`src/hw/rtl/xrg_pkg.sv`:
```
`timescale 1ns / 1ps
// ----------------------------------------------------------------------------
// xrg_pkg
// Shared types and constants for the xoroshiro128+ generator.
// ----------------------------------------------------------------------------
package xrg_pkg;

    localparam int unsigned WORD_W   = 64;
    localparam int unsigned BOUND_W  = 32;
    localparam int unsigned FRAC_W   = 24;
    localparam int unsigned HALF_W   = 32;

    // one remainder cell per dividend bit
    localparam int unsigned NUM_CELLS = WORD_W;

    // splitmix64 constants
    localparam logic [WORD_W-1:0] SM_GAMMA = 64'h9E37_79B9_7F4A_7C15;
    localparam logic [WORD_W-1:0] SM_MUL1  = 64'hBF58_476D_1CE4_E5B9;
    localparam logic [WORD_W-1:0] SM_MUL2  = 64'h94D0_49BB_1331_11EB;
    localparam int unsigned SM_SHIFT1 = 30;
    localparam int unsigned SM_SHIFT2 = 27;
    localparam int unsigned SM_SHIFT3 = 31;

    // xoroshiro128+ rotation / shift amounts
    localparam int unsigned ROT_A      = 24;
    localparam int unsigned SHIFT_B    = 16;
    localparam int unsigned ROT_C      = 37;
    localparam int unsigned FRAC_SHIFT = 40;

    // request kinds carried on tuser
    localparam logic ACT_SEED = 1'b0;
    localparam logic ACT_DRAW = 1'b1;

    // seeder sequencer states
    typedef enum logic [1:0] {
        SD_IDLE,
        SD_ADD,
        SD_MUL,
        SD_FOLD
    } xrg_seed_state_t;

    // seeder -> state word load
    typedef struct packed {
        logic              load_a;
        logic              load_b;
        logic [WORD_W-1:0] word;
    } xrg_load_t;

    // data handed from one remainder cell to the next
    typedef struct packed {
        logic               valid;
        logic [WORD_W-1:0]  raw;
        logic [BOUND_W-1:0] bound;
        logic [BOUND_W-1:0] rem;
    } xrg_cell_t;

endpackage

```
`src/hw/rtl/xrg_seed.sv`:
```
`timescale 1ns / 1ps
// ----------------------------------------------------------------------------
// xrg_seed
// splitmix64 sequencer: two outputs of the seed, one 32x32 multiplier shared.
// ----------------------------------------------------------------------------
module xrg_seed (
    input  logic                       aclk,
    input  logic                       aresetn,
    input  logic                       start,
    input  logic [xrg_pkg::WORD_W-1:0] seed,
    output logic                       busy,
    output xrg_pkg::xrg_load_t         load
);

    localparam logic [1:0] PP_LAST = 2'd2;

    xrg_pkg::xrg_seed_state_t state_reg, state_next;
    logic [xrg_pkg::WORD_W-1:0] counter_reg, counter_next;
    logic [xrg_pkg::WORD_W-1:0] z_reg, z_next;
    logic [xrg_pkg::WORD_W-1:0] acc_reg, acc_next;
    logic [1:0]                 pp_reg, pp_next;
    logic                       mul_sel_reg, mul_sel_next;
    logic                       word_sel_reg, word_sel_next;

    logic [xrg_pkg::WORD_W-1:0] gamma_sum;
    logic [xrg_pkg::WORD_W-1:0] mul_k;
    logic [xrg_pkg::HALF_W-1:0] op_x;
    logic [xrg_pkg::HALF_W-1:0] op_y;
    logic [xrg_pkg::WORD_W-1:0] prod;

    // partial products of the low 64 bits: lo*lo, lo*hi<<32, hi*lo<<32
    always_comb begin
        mul_k = mul_sel_reg ? xrg_pkg::SM_MUL2 : xrg_pkg::SM_MUL1;
        case (pp_reg)
            2'd0: begin
                op_x = z_reg[xrg_pkg::HALF_W-1:0];
                op_y = mul_k[xrg_pkg::HALF_W-1:0];
            end
            2'd1: begin
                op_x = z_reg[xrg_pkg::HALF_W-1:0];
                op_y = mul_k[xrg_pkg::WORD_W-1:xrg_pkg::HALF_W];
            end
            default: begin
                op_x = z_reg[xrg_pkg::WORD_W-1:xrg_pkg::HALF_W];
                op_y = mul_k[xrg_pkg::HALF_W-1:0];
            end
        endcase
        prod      = 64'(op_x) * 64'(op_y);
        gamma_sum = counter_reg + xrg_pkg::SM_GAMMA;
    end

    always_comb begin
        state_next    = state_reg;
        counter_next  = counter_reg;
        z_next        = z_reg;
        acc_next      = acc_reg;
        pp_next       = pp_reg;
        mul_sel_next  = mul_sel_reg;
        word_sel_next = word_sel_reg;
        case (state_reg)
            xrg_pkg::SD_IDLE: begin
                if (start) begin
                    counter_next  = seed;
                    word_sel_next = 1'b0;
                    state_next    = xrg_pkg::SD_ADD;
                end
            end
            xrg_pkg::SD_ADD: begin
                counter_next = gamma_sum;
                z_next       = gamma_sum ^ (gamma_sum >> xrg_pkg::SM_SHIFT1);
                mul_sel_next = 1'b0;
                pp_next      = 2'd0;
                state_next   = xrg_pkg::SD_MUL;
            end
            xrg_pkg::SD_MUL: begin
                if (pp_reg == 2'd0) begin
                    acc_next = prod;
                end else begin
                    acc_next = acc_reg + {prod[xrg_pkg::HALF_W-1:0], {xrg_pkg::HALF_W{1'b0}}};
                end
                pp_next = pp_reg + 2'd1;
                if (pp_reg == PP_LAST) begin
                    state_next = xrg_pkg::SD_FOLD;
                end
            end
            xrg_pkg::SD_FOLD: begin
                if (!mul_sel_reg) begin
                    z_next       = acc_reg ^ (acc_reg >> xrg_pkg::SM_SHIFT2);
                    mul_sel_next = 1'b1;
                    pp_next      = 2'd0;
                    state_next   = xrg_pkg::SD_MUL;
                end else if (!word_sel_reg) begin
                    word_sel_next = 1'b1;
                    state_next    = xrg_pkg::SD_ADD;
                end else begin
                    state_next = xrg_pkg::SD_IDLE;
                end
            end
            default: begin
                state_next = xrg_pkg::SD_IDLE;
            end
        endcase
    end

    always_comb begin
        busy        = (state_reg != xrg_pkg::SD_IDLE);
        load.load_a = 1'b0;
        load.load_b = 1'b0;
        load.word   = acc_reg ^ (acc_reg >> xrg_pkg::SM_SHIFT3);
        case (state_reg)
            xrg_pkg::SD_FOLD: begin
                load.load_a = mul_sel_reg && !word_sel_reg;
                load.load_b = mul_sel_reg && word_sel_reg;
            end
            default: begin
                load.load_a = 1'b0;
                load.load_b = 1'b0;
            end
        endcase
    end

    // reset starts a pass with seed zero
    always_ff @(posedge aclk) begin
        if (!aresetn) begin
            state_reg    <= xrg_pkg::SD_ADD;
            counter_reg  <= '0;
            pp_reg       <= 2'd0;
            mul_sel_reg  <= 1'b0;
            word_sel_reg <= 1'b0;
        end else begin
            state_reg    <= state_next;
            counter_reg  <= counter_next;
            pp_reg       <= pp_next;
            mul_sel_reg  <= mul_sel_next;
            word_sel_reg <= word_sel_next;
        end
    end

    always_ff @(posedge aclk) begin
        z_reg   <= z_next;
        acc_reg <= acc_next;
    end

endmodule

```
`config.mk`:
```
export PLATFORM = sky130hd
export DESIGN_NAME = xrg_seed
export DESIGN_NICKNAME = d
export VERILOG_FILES = /design/src/hw/rtl/xrg_pkg.sv /design/src/hw/rtl/xrg_seed.sv
export SDC_FILE = /design/constraint.sdc
export NUM_CORES = 2
export LEC_CHECK = 0
export ABC_AREA = 1
export ABC_CLOCK_PERIOD_IN_PS = 26000
export BUFFER_PORTS_ARGS = -buffer_cell sky130_fd_sc_hd__buf_2
export CAP_MARGIN = 5
export CORE_MARGIN = 2
export CORE_UTILIZATION = 50
export CTS_CLUSTER_SIZE = 8
export DETAILED_ROUTE_END_ITERATION = 10
export GPL_ROUTABILITY_DRIVEN = 0
export GPL_TIMING_DRIVEN = 0
export PLACE_DENSITY = 0.68
export REMOVE_ABC_BUFFERS = 1
export SYNTH_ARGS = -nofsm -noshare
export SYNTH_HDL_FRONTEND = slang
export SYNTH_SLANG_ARGS = --single-unit
```
`constraint.sdc`:
```
create_clock -name aclk -period 26 [get_ports aclk]
set_clock_uncertainty 0.15 [all_clocks]
set_input_delay 7.8 -clock aclk [delete_from_list [all_inputs] [get_ports aclk]]
set_output_delay 7.8 -clock aclk [all_outputs]
set_load 0.03 [all_outputs]
```
==> summary.md <==
| Metric | Value |
|---|---|
| Share of cells above drive strength 1 | `0.06333` |
| Drt pass-1 iters | `9` |
| Min Clock Period, post-route | `13.25 ns` |
| Post-synth top flop | `edfxtp_1` |
| Core ar. | `0.09029 sq mm` |
| RSZ-0062 raised after global routing | `no` |
| Yosys warning count | `0` |
| Yosys cell types | `53` |
| Critical Path Fanout Max | `23` |
| Worst slew margin | `0.06233` |
| Routed vias | `39612` |
| Seq/Total Area, Yosys | `0.1150` |
| FF+latch count, synth | `198` |
| Die ar. | `0.09368 sq mm` |
| Least-Margin Pin Slew | `1.403 ns` |
| Syn avg cell area | `7.866 sq um` |
| Port bufs | `133` |
| Worst setup EP type | `register` |
| Gate count of the mapped netlist | `5800` |
| Critical path arrival | `13.33 ns` |
| Via density | `5.655` |
| Post-synth top area share | `0.3616` |
| Nets@finish | `7078` |
| Global route overflow | `0` |
| Largest net degree at the start of global routing | `74` |
| ANT nets after route | `0` |
| Root buffer cell | `clkbuf_16` |
| Crit-path slowest cell | `nand2_1` |
| Die height | `306.1 microns` |
| GRT Overall Usage | `0.3487` |
| Count of final max-slew check failures | `0` |
| Drt wl/cell | `22.78 microns` |
| Clock transition at the registers of the reported paths | `0.08 ns` |
| Worst skew pair latency | `0.48 ns` |
| Bufs on Longest Clock Path | `2` |
| Inserted Clock Buffers | `17` |
| Drt drc | `0` |
| Total wire length | `159.6 mm` |
| CTS Sinks | `198` |
| Most frequent cells after synthesis | `inv_1, nand2_1, fa_1, nor2_1, ha_1` |
| CP peak stage delay | `1.17 ns` |
| # IOs | `134` |
| Post-Syn Area | `0.04562 sq mm` |
| Synth async-reset ratio | `0` |
| Ranking of synthesized cells by area | `fa_1, inv_1, ha_1` |
| Hold Crit Class | `register to register` |
| Synth area leader | `fa_1` |
| Post-CTS Setup Bufs | `0` |
| Setup CP Type | `register to register` |
| Final Hold Viols | `0` |
| Fin Setup TNS | `0 ns` |
| First-pass GRT wire length | `242.9 mm` |
| Die width | `306.1 microns` |
| Worst path top cell family by delay | `adder cells` |
| Status | `complete, no violations` |
| Hold buffers post-CTS | `0` |
| Initial antenna violation count | `2` |
| Initial DRC Count | `4168` |
| Max-cap violation count | `0` |
| Setup-failing EPs final | `0` |
| CP Launch Type | `register` |
| Period utilization | `0.5097` |
| Detail Placement HPWL | `135.7 mm` |
| Most common cell in the netlist | `inv_1` |
| H-tree depth | `4` |
| Post-synth EDFFs | `128` |
| CTS resizes | `0` |
| CP Data Required Time | `26.08 ns` |
| Vias in the first global route | `39757` |
| CTS tree | `done` |
| Max Fclk | `75.45 MHz` |
| Layout area overhead | `5.861%` |
| Rows | `110` |
| Initial core utilization | `0.5053` |
| Buf/Inv on CP | `11` |
## worst register-to-register path: cells and delay by family (launching register included)
kind                       cells  cell delay, ns
and+or+nand+nor               12            3.93
xor gates and xnor gates       1            0.42
adders and majority gates     11            5.26
buffers and inverters         11            2.37
AOI/OAI and AO/OA              4            0.58
DFF                            1            0.32
## cell usage in the layout, fill, tap and decap left out, types with 22 or more instances in the layout
cell,n
inv_2,24
xnor2_1,24
nand4_1,25
o21ai_2,22
nand2_1,996
buf_2,133
nor3_1,26
o21ai_1,29
o21ai_0,193
xor2_1,93
a21oi_1,266
inv_1,1293
nor2_1,755
or2_2,33
dfxtp_1,69
nand2_2,31
fa_1,824
edfxtp_1,128
nand3b_1,22
ha_1,368
nand3_1,261
## through the flow
stage	hold WS, ns	area (sq um)	std cells	utilization	setup slack (ns)
2_1_floorplan	0.3084	44760	5628	-	15.22
3_3_place_gp	0.3180	46900	6937	0.5195	9.332
3_5_place_dp	0.3290	47680	6970	0.5281	13.31
4_1_cts	0.3405	48260	7002	0.5345	13.27
5_1_grt	0.3628	48290	7003	0.5349	12.38
6_report	0.3437	48300	7005	0.5349	12.75
## layout make-up
cell class / instances / area [sq um]
Antenna cell: 2 / 5.005
Sequential cell: 198 / 5246
Timing Repair Buffer: 167 / 1356
Multi-Input combinational cell: 4106 / 34660
Fill cell: 8604 / 41990
Inverter: 1324 / 4974
Tap cell: 1176 / 1471
Clock inverter: 15 / 157.7
Clock buffer: 17 / 425.4
## worst paths after layout
path / slack, ns / end / from / cells after the start
worst max-delay path: 12.75 / acc_reg[58] / pp_reg[1] / 39
worst min-delay path: 0.34 / counter_reg[63] / counter_reg[63] / 2
worst max register to register: 12.75 / acc_reg[58] / pp_reg[1] / 39
worst min register to register: 0.34 / counter_reg[63] / counter_reg[63] / 2
## routing by layer
metal / vias to the layer above / track usage / part of all wire / wire, microns
li1: 17579 / - / - / -
met1: 19049 / 0.4563 / 0.38 / 60160
met2: 2502 / 0.5279 / 0.43 / 68540
met3: 478 / 0.1063 / 0.13 / 21180
met4: 4 / 0.1699 / 0.060 / 9650
met5: - / 0 / 0.00016 / 25
## cell families (layout without fill, tap and decap cells)
family / after synthesis / count (layout) / synth area share
AO/OA/AOI/OAI: 589 / 589 / 0.06982
XOR/XNOR: 118 / 118 / 0.02306
adder cells (fa/ha/maj): 1197 / 1197 / 0.4639
buffers and inverters: 1496 / 1523 / 0.1278
flip-flops: 198 / 198 / 0.1150
other: 0 / 2 / 0
AND/OR/NAND/NOR: 2202 / 2202 / 0.2005
Power is not shown: default switching activity piles up to over one toggle a cycle in this logic, so the estimate is an artifact.
