**src/hw/rtl/xrg_pkg.sv**
```systemverilog
`timescale 1ns / 1ps
// ----------------------------------------------------------------------------
// xrg_pkg
// Shared types and constants for the xoroshiro128+ generator.
// ----------------------------------------------------------------------------
package xrg_pkg;

    localparam int unsigned WORD_W   = 64;
    localparam int unsigned BOUND_W  = 32;
    localparam int unsigned FRAC_W   = 24;
    localparam int unsigned HALF_W   = 32;

    // one remainder cell per dividend bit
    localparam int unsigned NUM_CELLS = WORD_W;

    // splitmix64 constants
    localparam logic [WORD_W-1:0] SM_GAMMA = 64'h9E37_79B9_7F4A_7C15;
    localparam logic [WORD_W-1:0] SM_MUL1  = 64'hBF58_476D_1CE4_E5B9;
    localparam logic [WORD_W-1:0] SM_MUL2  = 64'h94D0_49BB_1331_11EB;
    localparam int unsigned SM_SHIFT1 = 30;
    localparam int unsigned SM_SHIFT2 = 27;
    localparam int unsigned SM_SHIFT3 = 31;

    // xoroshiro128+ rotation / shift amounts
    localparam int unsigned ROT_A      = 24;
    localparam int unsigned SHIFT_B    = 16;
    localparam int unsigned ROT_C      = 37;
    localparam int unsigned FRAC_SHIFT = 40;

    // request kinds carried on tuser
    localparam logic ACT_SEED = 1'b0;
    localparam logic ACT_DRAW = 1'b1;

    // seeder sequencer states
    typedef enum logic [1:0] {
        SD_IDLE,
        SD_ADD,
        SD_MUL,
        SD_FOLD
    } xrg_seed_state_t;

    // seeder -> state word load
    typedef struct packed {
        logic              load_a;
        logic              load_b;
        logic [WORD_W-1:0] word;
    } xrg_load_t;

    // data handed from one remainder cell to the next
    typedef struct packed {
        logic               valid;
        logic [WORD_W-1:0]  raw;
        logic [BOUND_W-1:0] bound;
        logic [BOUND_W-1:0] rem;
    } xrg_cell_t;

endpackage

```
**src/hw/rtl/xrg_rem_cell.sv**
```systemverilog
`timescale 1ns / 1ps
// ----------------------------------------------------------------------------
// xrg_rem_cell
// One restoring-remainder step: shifts in one dividend bit, subtracts bound.
// ----------------------------------------------------------------------------
module xrg_rem_cell (
    input  logic              aclk,
    input  logic              aresetn,
    input  logic              en,
    input  logic              dvd_bit,
    input  xrg_pkg::xrg_cell_t cell_in,
    output xrg_pkg::xrg_cell_t cell_out
);

    logic [xrg_pkg::BOUND_W:0]   trial;
    logic [xrg_pkg::BOUND_W:0]   diff;
    logic [xrg_pkg::BOUND_W-1:0] rem_next;
    logic                        valid_reg;
    logic [xrg_pkg::WORD_W-1:0]  raw_reg;
    logic [xrg_pkg::BOUND_W-1:0] bound_reg;
    logic [xrg_pkg::BOUND_W-1:0] rem_reg;

    always_comb begin
        trial = {cell_in.rem, dvd_bit};
        diff  = trial - {1'b0, cell_in.bound};
        if (trial >= {1'b0, cell_in.bound}) begin
            rem_next = diff[xrg_pkg::BOUND_W-1:0];
        end else begin
            rem_next = trial[xrg_pkg::BOUND_W-1:0];
        end
    end

    always_ff @(posedge aclk) begin
        if (!aresetn) begin
            valid_reg <= 1'b0;
        end else if (en) begin
            valid_reg <= cell_in.valid;
        end
    end

    always_ff @(posedge aclk) begin
        if (en) begin
            raw_reg   <= cell_in.raw;
            bound_reg <= cell_in.bound;
            rem_reg   <= rem_next;
        end
    end

    assign cell_out.valid = valid_reg;
    assign cell_out.raw   = raw_reg;
    assign cell_out.bound = bound_reg;
    assign cell_out.rem   = rem_reg;

endmodule

```
**config.mk**
```make
export PLATFORM = sky130hd
export DESIGN_NAME = xrg_rem_cell
export DESIGN_NICKNAME = d
export VERILOG_FILES = /design/src/hw/rtl/xrg_pkg.sv /design/src/hw/rtl/xrg_rem_cell.sv
export SDC_FILE = /design/constraint.sdc
export NUM_CORES = 1
export LEC_CHECK = 0
export ABC_AREA = 1
export BUFFER_PORTS_ARGS = -buffer_cell sky130_fd_sc_hd__buf_4
export CAP_MARGIN = 25
export CORE_ASPECT_RATIO = 0.9
export CORE_MARGIN = 8
export CORE_UTILIZATION = 45
export DETAILED_ROUTE_END_ITERATION = 8
export PLACE_DENSITY = 0.74
export REMOVE_ABC_BUFFERS = 1
export SLEW_MARGIN = 40
export SYNTH_ARGS = -nofsm -noshare
export SYNTH_HDL_FRONTEND = slang
export SYNTH_SLANG_ARGS = --single-unit
export TNS_END_PERCENT = 50
```
**constraint.sdc**
```tcl
create_clock -name aclk -period 2.9 [get_ports aclk]
set_input_delay 0.58 -clock aclk [delete_from_list [all_inputs] [get_ports aclk]]
set_output_delay 0.58 -clock aclk [all_outputs]
set_load 0.01 [all_outputs]
```
==> results_dict.tcl, run 1 <==
set metrics [dict create \
    p_per_area_mw_per_mm2 570 \
    grt_use_total_pct 22.4 \
    cellLeakagePower_uw 0.00508 \
    layout_commonest_cell "buf_4" \
    hold_start "cell_in[93]" \
    grt_pass1_wl_um 34300 \
    swShare_pct 27.4 \
    worst-path-max-fanout 33 \
    dpl.cell_count 1259 \
    final_cell_mix "281 x buf_4, 275 x nand2_1, 148 x inv_1, 128 x edfxtp_1, 54 x nand3_1" \
    htree_levels 4 \
    cp.required_ns 3.07 \
    post-route-period-util_pct 87.3 \
    n_antenna_cell 0 \
    internal-power_uw 4130 \
    vias 6161 \
    die_h_um 135 \
    fp.dieW_um 148 \
    cts-resized-gates 0 \
    antenna_found_initial 0 \
    slew_violations 0 \
    final_cells 1291 \
    path_buf_inv 3 \
    root_buffer "clkbuf_16" \
    path_clk_slew_ns 0.06 \
    antenna_left 0 \
    holdWs_ns 0.333 \
    max_stage_delay_ns 0.54 \
    crit_top_cell "nand2_1" \
    slew_headroom_pct 53.9 \
    syn_inst 783 \
    drtIter0Drc 425 \
    syn_area_mm2 0.00708 \
    min_period_ns 2.53 \
    finalHoldViolations 0 \
    p_sw_uw 1560 \
    core_mm2 0.0154 \
    yosysWarnings 0 \
    post_cts_buffers 0 \
    dr.pass1.iters 5 \
    drt_wl_total_um 22700 \
    gr-total-overflow 0 \
    clock_latency_ns 0.41 \
    dieArea_mm2 0.0200 \
    power_uw 5690 \
    drt-wirelength-per-cell_um 17.6 \
    crit_family "simple AND/OR/NAND/NOR gates" \
    clk_path_buf_depth 2 \
    synthDistinctLibCells 29 \
    worstPathCellList "buf_4 > ha_1 > nand2_1 > inv_1 > nand2_1 > inv_1 > nand2_1 > nor2_1 > nand2_1 > nand2_1 > nor2_4 > nand2_8 > nand2_1 > nand2_1" \
    area_growth_pct 41.1 \
    ios 262 \
    setup_viol 0 \
    rr_worst_depth 2 \
    rr_startpoint "valid_reg$_SDFFE_PN0P_" \
    worst_ep_arrival_time_ns 2.70 \
    clkPwrFrac_pct 36.8 \
    gp_congestion 0.923 \
    grt_max_degree 79 \
    critPathLaunchType "input port" \
    slowest_stage "nor2_4" \
    cts_tree "built" \
    rsz0062_at_grt "no" \
    pwr-share-seq_pct 40.8 \
    r2r-end "valid_reg$_SDFFE_PN0P_" \
    rows 43 \
    ys_ff_latch 129 \
    holdPathStages 1 \
    fmax_ghz 0.395 \
    status "finished clean" \
    worst_pin_slew_ns 0.690 \
    min_path_type "in -> reg" \
    final_core_util_pct 64.9 \
    start_util_pct 46.0 \
    portBuffers 261 \
    peakVddDrop_mv 0.423 \
    worstSetupPathType "in -> reg" \
    endpoint_kind "flip-flop" \
    finish.net_count 1242 \
    drive_gt1_share_pct 31.6 \
    drcViolationCount 0 \
    ctsHoldBuffers 0 \
    cts_buffers 17 \
    finClkSkew_ns 0 \
    p_comb_share_pct 22.3 \
    maxCapViolations 0 \
    r2r_setup_slack_ns 2.23 \
    grt_pass1_vias 6096 \
    place_hpwl_um 18100 \
    hold_path_end "raw_reg[29]$_DFFE_PP_" \
    clock-sinks 129 \
    ys_seq_area_share_pct 54.6 \
    syn_area_per_cell_um2 9.04 \
    drt-vias-per-instance 4.77 \
    largest_reg_flops 64 \
]
## layer usage
layer / GRT usage (%) / wire length, µm / vias to the layer above / share of wire, %
met2: 39.1 / 11200 / 260 / 49
met5: 0 / 0 / - / 0
met3: 6.62 / 1930 / 18 / 8.5
li1: - / - / 3086 / -
met4: 5.04 / 221 / 0 / 0.97
met1: 26.8 / 9390 / 2797 / 41
## cell usage after synthesis (all sizes together)
cell type / number / area, µm²
dfxtp: 1 / 20.0
nand3: 70 / 430
inv: 149 / 559
and2: 8 / 50.1
nand3b: 11 / 82.6
nor2: 42 / 178
nor3: 9 / 55.1
edfxtp: 128 / 3840
o21ai: 2 / 10.0
fa: 1 / 20.0
nand2: 282 / 1090
ha: 32 / 400
nand4: 3 / 18.8
xor2: 14 / 123
a21oi: 19 / 95.1
buf: 10 / 83.8
a21o: 2 / 15.0
## power groups by stage
stage,logic [µW],registers [µW],clock network (µW)
detailed placement,1270,2360,0
CTS,1280,2330,2140
floorplan,503,2450,0
global route,1390,2340,2210
finish,1270,2320,2100
global placement,1260,2360,0
## worst max path at each step
stage | start | to | cells past startpoint
3_3_place_gp | cell_in[22] | rem_reg[0]$_DFFE_PP_ | 14
5_1_grt | cell_in[22] | rem_reg[15]$_DFFE_PP_ | 14
2_1_floorplan | cell_in[53] | rem_reg[0]$_DFFE_PP_ | 14
4_1_cts | cell_in[22] | rem_reg[11]$_DFFE_PP_ | 14
6_report | cell_in[22] | rem_reg[11]$_DFFE_PP_ | 14
3_5_place_dp | cell_in[22] | rem_reg[11]$_DFFE_PP_ | 14
## cells by family after synthesis
| logic type | count (synthesis) | synth area share, % |
|---|---|---|
| AOI/OAI and AO/OA | 23 | 1.70 |
| xor gates and xnor gates | 14 | 1.73 |
| adders and majority gates | 33 | 5.94 |
| buffers and inverters | 159 | 9.08 |
| DFF | 129 | 54.6 |
| and+or+nand+nor | 425 | 27.0 |
## cell type report
cell class | count | area, µm²
Multi-Input combinational cell | 495 | 2570
Tap cell | 202 | 253
Fill cell | 1289 | 5400
Sequential cell | 129 | 3860
Timing Repair Buffer | 284 | 2160
Clock inverter | 12 | 134
Clock buffer | 20 | 447
Inverter | 149 | 559
## worst register-to-register path: cells and delay by family (launching register included)
kind | cells | cell delay, ns
DFF | 1 | 0.31
AOI/OAI and AO/OA | 2 | 0.23
## stage by stage
| stage | TNS, ns | instance area [µm²] | worst slack, ns |
|---|---|---|---|
| 3_5_place_dp | -0.742 | 9410 | -0.0678 |
| 2_1_floorplan | 0 | 7000 | 0.388 |
| 5_1_grt | 0 | 9990 | 0.238 |
| 4_1_cts | 0 | 9990 | 0.382 |
| 3_3_place_gp | 0 | 9410 | 0.0159 |
| 6_report | 0 | 9990 | 0.367 |
(Power assumes the default switching activity.)
==> run 2: changes to the inputs <==
--- a/config.mk
+++ b/config.mk
@@ -11,6 +11,7 @@
 export CORE_ASPECT_RATIO = 0.9
 export CORE_MARGIN = 8
 export CORE_UTILIZATION = 45
+export CTS_BUF_LIST = sky130_fd_sc_hd__clkbuf_4 sky130_fd_sc_hd__clkbuf_8
 export DETAILED_ROUTE_END_ITERATION = 8
 export PLACE_DENSITY = 0.74
 export REMOVE_ABC_BUFFERS = 1
==> results_dict.tcl, run 2 (synthesis results as in run 1) <==
set metrics [dict create \
    status "finished clean" \
    post-route-period-util_pct 87.1 \
    drcViolationCount 0 \
    portBuffers 261 \
    setup_viol 0 \
    power_uw 5130 \
    multi_input_comb_area_mm2 0.00257 \
    dr.pass1.iters 5 \
    cts-resized-gates 0 \
    path_clk_slew_ns 0.08 \
    peakVddDrop_mv 0.293 \
    worstPathCellList "buf_4 > ha_1 > nand2_1 > inv_1 > nand2_1 > inv_1 > nand2_1 > nor2_1 > nand2_1 > nand2_1 > nor2_4 > nand2_8 > nand2_1 > nand2_1" \
    vias 6161 \
    gr-total-overflow 0 \
    finClkSkew_ns 0 \
    antenna_left 0 \
    clk_path_buf_depth 2 \
    grt_pass1_wl_um 33900 \
    final_core_util_pct 63.7 \
    cts_tree "built" \
    drtIter0Drc 374 \
    htree_levels 4 \
    ctsHoldBuffers 0 \
    rsz0062_at_grt "no" \
    maxCapViolations 0 \
    fmax_ghz 0.396 \
    cts_buffers 17 \
    worst-path-max-fanout 33 \
    place_hpwl_um 18100 \
    design_area_mm2 0.00981 \
    ios 262 \
    drive_gt1_share_pct 31.8 \
    dieArea_mm2 0.0200 \
    n_antenna_cell 0 \
    drt-vias-per-instance 4.77 \
    n_fill_cell 1323 \
    area_growth_pct 38.5 \
    clock-sinks 129 \
    grt_use_total_pct 22.2 \
    post_cts_buffers 0 \
    antenna_found_initial 0 \
    core_mm2 0.0154 \
    finish.net_count 1242 \
    drt_wl_total_um 22500 \
    grt_max_degree 79 \
    tns_ns 0 \
    crit_top_cell "nand2_1" \
    max_stage_delay_ns 0.55 \
    cellLeakagePower_uw 0.00500 \
    min_path_type "in -> reg" \
    seqCellArea_mm2 0.00386 \
    largest_reg_flops 64 \
    rows 43 \
    cp.required_ns 3.09 \
    r2r_setup_slack_ns 2.23 \
    slowest_stage "nor2_4" \
    slew_headroom_pct 53.6 \
    root_buffer "clkbuf_8" \
    endpoint_kind "flip-flop" \
    die_h_um 135 \
    slew_violations 0 \
    grt_pass1_vias 6092 \
    final_cell_mix "281 x buf_4, 275 x nand2_1, 148 x inv_1, 128 x edfxtp_1, 54 x nand3_1" \
    clock_latency_ns 0.44 \
    worstSetupPathType "in -> reg" \
    postPlaceCellArea_mm2 0.00941 \
    worst_pin_slew_ns 0.694 \
    gp_congestion 0.923 \
    min_period_ns 2.53 \
    start_util_pct 46.0 \
    finalHoldViolations 0 \
    critPathLaunchType "input port" \
    fp.dieW_um 148 \
    worst_ep_arrival_time_ns 2.72 \
    p_per_area_mw_per_mm2 524 \
    drt-wirelength-per-cell_um 17.4 \
    layout_commonest_cell "buf_4" \
]
==> run 2: cell count changes in the layout (fill, tap and decap cells not counted) <==
| cell | previous run | this run |
|---|---|---|
| clkbuf_1 | 2 | 0 |
| clkbuf_16 | 17 | 0 |
| clkbuf_8 | 1 | 18 |
| clkbuf_4 | 0 | 2 |
==> run 2: worst max-delay path, delay by kind of cell <==
kind	cells	cell delay, ns
adder cells (fa/ha/maj)	1	0.35
AND/OR/NAND/NOR	10	1.54
buffers and inverters	3	0.22
==> run 2: layout make-up <==
cell class	count	share of cell area, %
clock inverter	12	1.37
timing repair buffer	284	22.0
tap	202	2.58
clock buffer	20	2.68
multi-input combinational	495	26.2
sequential	129	39.4
inverter	149	5.70
==> run 2: path summary, 6_finish.rpt <==
path,from,end,cells past startpoint
hold / removal,cell_in[93],raw_reg[29]$_DFFE_PP_,1
setup reg to reg,valid_reg$_SDFFE_PN0P_,valid_reg$_SDFFE_PN0P_,2
hold reg to reg,valid_reg$_SDFFE_PN0P_,valid_reg$_SDFFE_PN0P_,2
setup / recovery,cell_in[22],rem_reg[11]$_DFFE_PP_,14
==> run 2: per-layer routing <==
metal / GRT usage (%) / routed length [µm] / up-vias
li1: - / - / 3083
met1: 26.5 / 9620 / 2821
met2: 38.8 / 11000 / 236
met3: 6.59 / 1650 / 21
met4: 4.53 / 229 / 0
met5: 0 / 0 / -
==> run 2: metrics by stage <==
| stage | setup slack (ns) | instances | hold WS (ns) |
|---|---|---|---|
| global placement | 0.0159 | 1259 | 0.530 |
| floorplan | 0.388 | 773 | 0.555 |
| global route | 0.271 | 1291 | 0.268 |
| CTS | 0.404 | 1291 | 0.276 |
| finish | 0.374 | 1291 | 0.307 |
| detailed placement | -0.0678 | 1259 | 0.562 |
==> run 2: where the power goes <==
part	internal, µW	switching (µW)
combinational	571	696
clock	808	740
sequential	2270	53.6
